--- src/rtl/pfe_pkg.sv ---
// Package for the potential-field evaluator: shared widths, register codes,
// reset values and the pipeline control struct. It depends on nothing.
package pfe_pkg;

	localparam int COORD_BITS_DEF = 12;
	localparam int FRAC_BITS_DEF  = 8;
	localparam int RECIP_BITS     = 24;
	localparam int GAIN_W         = 16;
	localparam int ATT_SHIFT      = 12;
	localparam int OUT_W          = 28;
	localparam int LANES          = 2;
	localparam int CFG_IDX_W      = 3;

	localparam logic [OUT_W-1:0] OUT_MAX = '1;

	localparam int RST_GOAL_X     = 400;
	localparam int RST_GOAL_Y     = 500;
	localparam int RST_OBST_X     = 1000;
	localparam int RST_OBST_Y     = 300;
	localparam int RST_ATT_GAIN   = 410;
	localparam int RST_REP_GAIN   = 1000;
	localparam int RST_RADIUS     = 300;

	typedef enum logic [CFG_IDX_W-1:0] {
		REG_GOAL_X   = 3'd0,
		REG_GOAL_Y   = 3'd1,
		REG_OBST_X   = 3'd2,
		REG_OBST_Y   = 3'd3,
		REG_ATT_GAIN = 3'd4,
		REG_REP_GAIN = 3'd5,
		REG_RADIUS   = 3'd6
	} cfg_reg_t;

	// Pipeline control handed to each arithmetic unit.
	typedef struct packed {
		logic adv;
		logic valid;
	} pipe_ctl_t;

endpackage

--- src/rtl/pfe_sqrt.sv ---
// Two-lane pipelined integer square root, one result bit per stage.
// Depends on pfe_pkg for the control struct and lane count.
module pfe_sqrt #(
	parameter int NB = 21
) (
	input  logic                clk,
	input  logic                arst_n,
	input  pfe_pkg::pipe_ctl_t  ctl,
	input  logic [2*NB-1:0]     rad_in [pfe_pkg::LANES],
	output logic                valid_out,
	output logic [NB-1:0]       root_out [pfe_pkg::LANES]
);

	logic [2*NB-1:0] rad_st  [NB+1][pfe_pkg::LANES];
	logic [NB+1:0]   rem_st  [NB+1][pfe_pkg::LANES];
	logic [NB-1:0]   root_st [NB+1][pfe_pkg::LANES];
	logic            vld_st  [NB+1];

	assign vld_st[0] = ctl.valid;

	for (genvar l = 0; l < pfe_pkg::LANES; l++) begin : g_in
		assign rad_st[0][l]  = rad_in[l];
		assign rem_st[0][l]  = '0;
		assign root_st[0][l] = '0;
		assign root_out[l]   = root_st[NB][l];
	end

	for (genvar i = 0; i < NB; i++) begin : g_stage
		always_ff @(posedge clk or negedge arst_n) begin
			if (!arst_n) begin
				vld_st[i+1] <= 1'b0;
			end else if (ctl.adv) begin
				vld_st[i+1] <= vld_st[i];
			end
		end

		for (genvar l = 0; l < pfe_pkg::LANES; l++) begin : g_lane
			logic [NB+1:0] rem_sh;
			logic [NB+1:0] trial;
			logic          ge;

			// Bring down the next two radicand bits and try root*4+1.
			assign rem_sh = {rem_st[i][l][NB-1:0], rad_st[i][l][2*NB-1 -: 2]};
			assign trial  = {root_st[i][l], 2'b01};
			assign ge     = rem_sh >= trial;

			always_ff @(posedge clk) begin
				if (ctl.adv) begin
					rad_st[i+1][l]  <= {rad_st[i][l][2*NB-3:0], 2'b00};
					rem_st[i+1][l]  <= ge ? rem_sh - trial : rem_sh;
					root_st[i+1][l] <= {root_st[i][l][NB-2:0], ge};
				end
			end
		end
	end

	assign valid_out = vld_st[NB];

endmodule

--- config.mk ---
export PLATFORM = sky130hd
export DESIGN_NAME = pfe_sqrt
export DESIGN_NICKNAME = d
export VERILOG_FILES = /design/src/rtl/pfe_pkg.sv /design/src/rtl/pfe_sqrt.sv
export SDC_FILE = /design/constraint.sdc
export NUM_CORES = 2
export LEC_CHECK = 0
export ABC_AREA = 1
export BUFFER_PORTS_ARGS = -buffer_cell sky130_fd_sc_hd__buf_2
export CAP_MARGIN = 25
export CORE_MARGIN = 8
export CORE_UTILIZATION = 40
export DETAILED_ROUTE_END_ITERATION = 10
export PLACE_DENSITY = 0.64
export RECOVER_POWER = 25
export SYNTH_ARGS = -nofsm -noshare
export SYNTH_HDL_FRONTEND = slang
export SYNTH_SLANG_ARGS = --single-unit
--- constraint.sdc ---
create_clock -name clk -period 2.3 [get_ports clk]
set_input_delay 0.46 -clock clk [delete_from_list [all_inputs] [get_ports clk]]
set_output_delay 0.46 -clock clk [all_outputs]
set_load 0.03 [all_outputs]
==> implementation parameters <==
Parameter                              Value

Run status
  Status    complete, no violations

CTS
  # clock sinks    ~2100
  CTS tree    yes
  Clock edge transition at the registers on the reported setup and hold paths    ~0.060 ns
  Number of buffers inserted during clock tree synthesis    228
  Clk Tree Root Cell    sky130_fd_sc_hd__clkbuf_16
  Clock Path Buffers    4
  Clock latency at the later pin of the worst-skew pair    between 0.9 and 1 ns
  Htree depth    4

Min path
  Classification of the worst-slack hold path    in2reg
  Min-Delay Path Depth    2
  Startpoint of the worst hold path    rad_in[2]
  Min-Delay Endpoint    rad_st[1684]

Floorplanning
  Area of the core    between 200000 and 300000 um2
  Effective utilization at floorplan    roughly two fifths
  # IOs    between 100 and 150
  FP Rows    between 150 and 200
  Die width    between 500 and 600 um
  Area of the die    slightly below 300000 um2
  Vertical extent of the die    542 um

Worst setup path
  Crit path capture type    register
  Crit path DAT    around 2.9 ns
  Endpoint of the worst register-to-register path    g_stage[20].g_lane[0].rem_sh[22]
  Worst Path Class, Setup    reg2reg
  Maximum net fanout on the critical path    13
  Launching point of the worst reg2reg path    g_stage[19].g_lane[0].rem_sh[20]
  Number of cells traversed by the worst register-to-register path    9
  Register-to-register setup slack    around 0.032 ns
  CP Data Required Time    around 3 ns
  Worst setup SP type    register

Layout
  Fraction of layout instances using a drive strength above 1    between 10% and 20%
  Post-route non-filler standard cell count    16800
  Area growth from synthesis to layout    18.9%
  Count of fill cells added during filler insertion    roughly 26000
  Area used by multi-input combinational logic    ~42000 um2
  Sequential Area    63300 um2
  Top library cells by usage in the layout, fill and taps aside    3783 x sky130_fd_sc_hd__nand2_1, 2090 x sky130_fd_sc_hd__edfxtp_1, 1856 x sky130_fd_sc_hd__inv_1
  Leading cell type in the layout, fill and taps excluded    sky130_fd_sc_hd__nand2_1
  Final layout net count    13500

Timing
  Worst Max-Slew Pin Slew    around 0.5 ns
  Setup repair after global routing missed its margin    yes
  Slew Viols, Final    0
  Worst clock skew    0.0893 ns
  Number of endpoints failing setup at the final stage    0
  Slew HR    between 60% and 70%
  Share of the clock period used by the worst path after layout    around 99%
  Final sum of negative setup slack    0 ns
  Min Clock Period, post-route    2.27 ns
  Maximum operating frequency    441 MHz
  Hold violation total from the final report    0

Synth
  Synthesized flop and latch total    2111
  Warnings, synthesis    0
  Number of synthesized flops with an enable pin    approximately 2100
  Most instantiated flip-flop cell in the synthesis netlist    sky130_fd_sc_hd__edfxtp_1
  Count of unique library cells instantiated by Yosys    60
  Synth Instances    between 10000 and 15000
  Syn_area_per_cell    between 9 and 10 um2
  Post-synthesis instance area    111000 um2
  Share of flip-flops with an asynchronous set or reset    less than 1%
  Sequential area share after synthesis    a little under three fifths

Route
  Number of optimization iterations in the first detailed-route pass    6
  Final routed wire length divided by cell count    about 15 um
  Residual antenna-violating net count after detailed routing    0
  Met3 wire length    approximately 10 mm
  Wire length reported by the detailed router    258 mm
  Initial drt markers    approximately 5300
  Met2 layer wire length in the routed design    126 mm
  Via density per instance    4.77
  Drt drc    0
  Overall via count from detail_route    80100
  Met1 Routed Length    between 100 and 150 mm
  Highest routed metal layer    met4

Global route
  Overall fraction of global-route tracks in use    approximately 17%
  Maximum number of pins on one net before global-route repair    95
  First-pass GRT wire length    ~400 mm
  Number of antenna violations at the first check in global routing    2
  Global route overflow    0
  Vias in the first global route    just under 80000

Flow run
  Max-Cap Viols    0

Place
  Number of placed instances with taps included    around 16000
  Port bufs    130
  Final RePlAce weighted congestion    a little over 0.9
  Sum of net half-perimeters after detailed placement    about 200 mm

Power and ir drop
  Ratio of total power to cell area    about 840 nW/um2
  Maximum ir drop on the vdd rail    0.000660 V
  Leakage power figure    between 50 and 60 nW
## timing repair
action,in CTS,in global routing
setup endpoints to repair,78,518
hold buffers,91,0
buffers inserted,16,81
gates cloned,0,9
gates resized for setup,27,382
hold endpoints to repair,109,0
pin swaps,2,40
## routing by layer
| metal | vias to the layer above | track usage [%] |
|---|---|---|
| met5 | - | 0 |
| met4 | 0 | 5.66 |
| met3 | 499 | 1.90 |
| met2 | 1581 | 29.5 |
| met1 | 37000 | 21.4 |
| li1 | 41100 | - |
## metrics by stage
stage	power [mW]	utilization [%]	hold WS, ns	area (um2)	setup WS (ns)
after floorplan	64.7	-	0.164	111000	0.290
after global placement	72.7	43.5	0.400	120000	-0.424
after detailed placement	72.9	43.5	0.405	120000	-0.441
after CTS	111	46.7	0.158	129000	0.000707
after global routing	117	47.7	0.216	132000	-0.0655
final	111	47.7	0.275	132000	0.0323
## cells by family after synthesis
family / synth area share [%]
AO/OA/AOI/OAI: 4.44
flip-flops: 57.1
adder cells (fa/ha/maj): 5.72
buffers and inverters: 7.22
other: 0.00339
AND/OR/NAND/NOR: 22.9
multiplexers: 0.0102
XOR/XNOR: 2.62
## state kept, by name (all words and copies together), names as in the netlist
signal and count:
g_stage.g_lane.rem_sh 868, rad_st 760, g_stage.g_lane.trial 420, root_out 42, vld_st 20, valid_out 1
## final cells by class
type                            instances  share of cell area [%]
Timing Repair Buffer                  868                    5.46
Antenna cell                            1                 0.00190
Clock inverter                        158                    1.41
Multi-Input combinational cell       7804                    31.7
Sequential cell                      2111                    48.0
Timing Repair inverter                  1                 0.00665
Tap cell                             3705                    3.52
Inverter                             1904                    5.47
Clock buffer                          261                    4.44
## power by group
part	internal (mW)	switching [mW]	total [mW]	leakage (nW)
sequential	47.4	2.76	50.2	20.3
clock	22.1	15.3	37.4	3.73
combinational	9.26	14.3	23.6	33.9
## cell usage after synthesis (3+ instances only)
cell / number / share of area, %
sky130_fd_sc_hd__o21bai_1: 37 / 0.25
sky130_fd_sc_hd__nand4_2: 4 / 0.045
sky130_fd_sc_hd__xnor2_1: 130 / 1.0
sky130_fd_sc_hd__inv_1: 1873 / 6.3
sky130_fd_sc_hd__nand3b_1: 153 / 1.0
sky130_fd_sc_hd__a21oi_2: 19 / 0.15
sky130_fd_sc_hd__nand2_4: 3 / 0.030
sky130_fd_sc_hd__o21ai_0: 252 / 1.1
sky130_fd_sc_hd__nand2_2: 32 / 0.18
sky130_fd_sc_hd__edfxtp_1: 2090 / 57
sky130_fd_sc_hd__clkbuf_1: 6 / 0.020
sky130_fd_sc_hd__nand3_1: 630 / 2.8
sky130_fd_sc_hd__ha_1: 506 / 5.7
sky130_fd_sc_hd__and2_1: 12 / 0.068
sky130_fd_sc_hd__nor4_1: 11 / 0.062
sky130_fd_sc_hd__nand3_4: 8 / 0.13
sky130_fd_sc_hd__o211ai_1: 7 / 0.047
sky130_fd_sc_hd__nand2_1: 3829 / 13
sky130_fd_sc_hd__o21ai_1: 74 / 0.33
sky130_fd_sc_hd__buf_4: 31 / 0.21
sky130_fd_sc_hd__nand3_2: 10 / 0.090
sky130_fd_sc_hd__buf_6: 34 / 0.35
sky130_fd_sc_hd__a21oi_4: 5 / 0.073
sky130_fd_sc_hd__xor2_1: 201 / 1.6
sky130_fd_sc_hd__inv_2: 24 / 0.081
sky130_fd_sc_hd__o21a_1: 5 / 0.034
sky130_fd_sc_hd__nor2_2: 31 / 0.18
sky130_fd_sc_hd__or2_2: 14 / 0.079
sky130_fd_sc_hd__nor3_2: 5 / 0.045
sky130_fd_sc_hd__and3_1: 4 / 0.023
sky130_fd_sc_hd__nand4_1: 164 / 0.93
sky130_fd_sc_hd__buf_2: 25 / 0.11
sky130_fd_sc_hd__inv_4: 4 / 0.023
sky130_fd_sc_hd__buf_12: 3 / 0.054
sky130_fd_sc_hd__a21boi_0: 6 / 0.041
sky130_fd_sc_hd__o21ai_2: 17 / 0.13
sky130_fd_sc_hd__nor2_4: 9 / 0.092
sky130_fd_sc_hd__dfrtp_1: 21 / 0.47
sky130_fd_sc_hd__nor2_1: 1023 / 3.5
sky130_fd_sc_hd__a21o_1: 13 / 0.088
sky130_fd_sc_hd__a21oi_1: 459 / 2.1
sky130_fd_sc_hd__nor3_1: 104 / 0.47
sky130_fd_sc_hd__nor3b_1: 6 / 0.041
## worst max path at each step
stage	startpoint	end	slack [ns]	cells past startpoint
6_report	g_stage[19].g_lane[0].rem_sh[20]	g_stage[20].g_lane[0].rem_sh[22]	0.03	9
4_1_cts	g_stage[15].g_lane[0].rem_sh[13]	g_stage[16].g_lane[0].rem_sh[14]	0.0007	13
3_3_place_gp	g_stage[16].g_lane[0].trial[3]	g_stage[17].g_lane[0].rem_sh[3]	-0.42	10
2_1_floorplan	g_stage[6].g_lane[1].rem_sh[2]	g_stage[7].g_lane[1].rem_sh[2]	0.29	12
5_1_grt	g_stage[19].g_lane[1].rem_sh[5]	g_stage[20].g_lane[1].rem_sh[19]	-0.07	11
3_5_place_dp	g_stage[16].g_lane[0].trial[3]	g_stage[17].g_lane[0].rem_sh[3]	-0.44	10
## critical path, stage by stage (launching register included)
cell                       delay [ns]
sky130_fd_sc_hd__edfxtp_1        0.43
sky130_fd_sc_hd__ha_1            0.39
sky130_fd_sc_hd__a21oi_1         0.16
sky130_fd_sc_hd__nand3_1         0.19
sky130_fd_sc_hd__a21oi_1         0.18
sky130_fd_sc_hd__nand4_1         0.14
sky130_fd_sc_hd__buf_4           0.19
sky130_fd_sc_hd__buf_12          0.15
sky130_fd_sc_hd__nand3_1         0.13
sky130_fd_sc_hd__nand2_1         0.07
(Power assumes the default switching activity.)
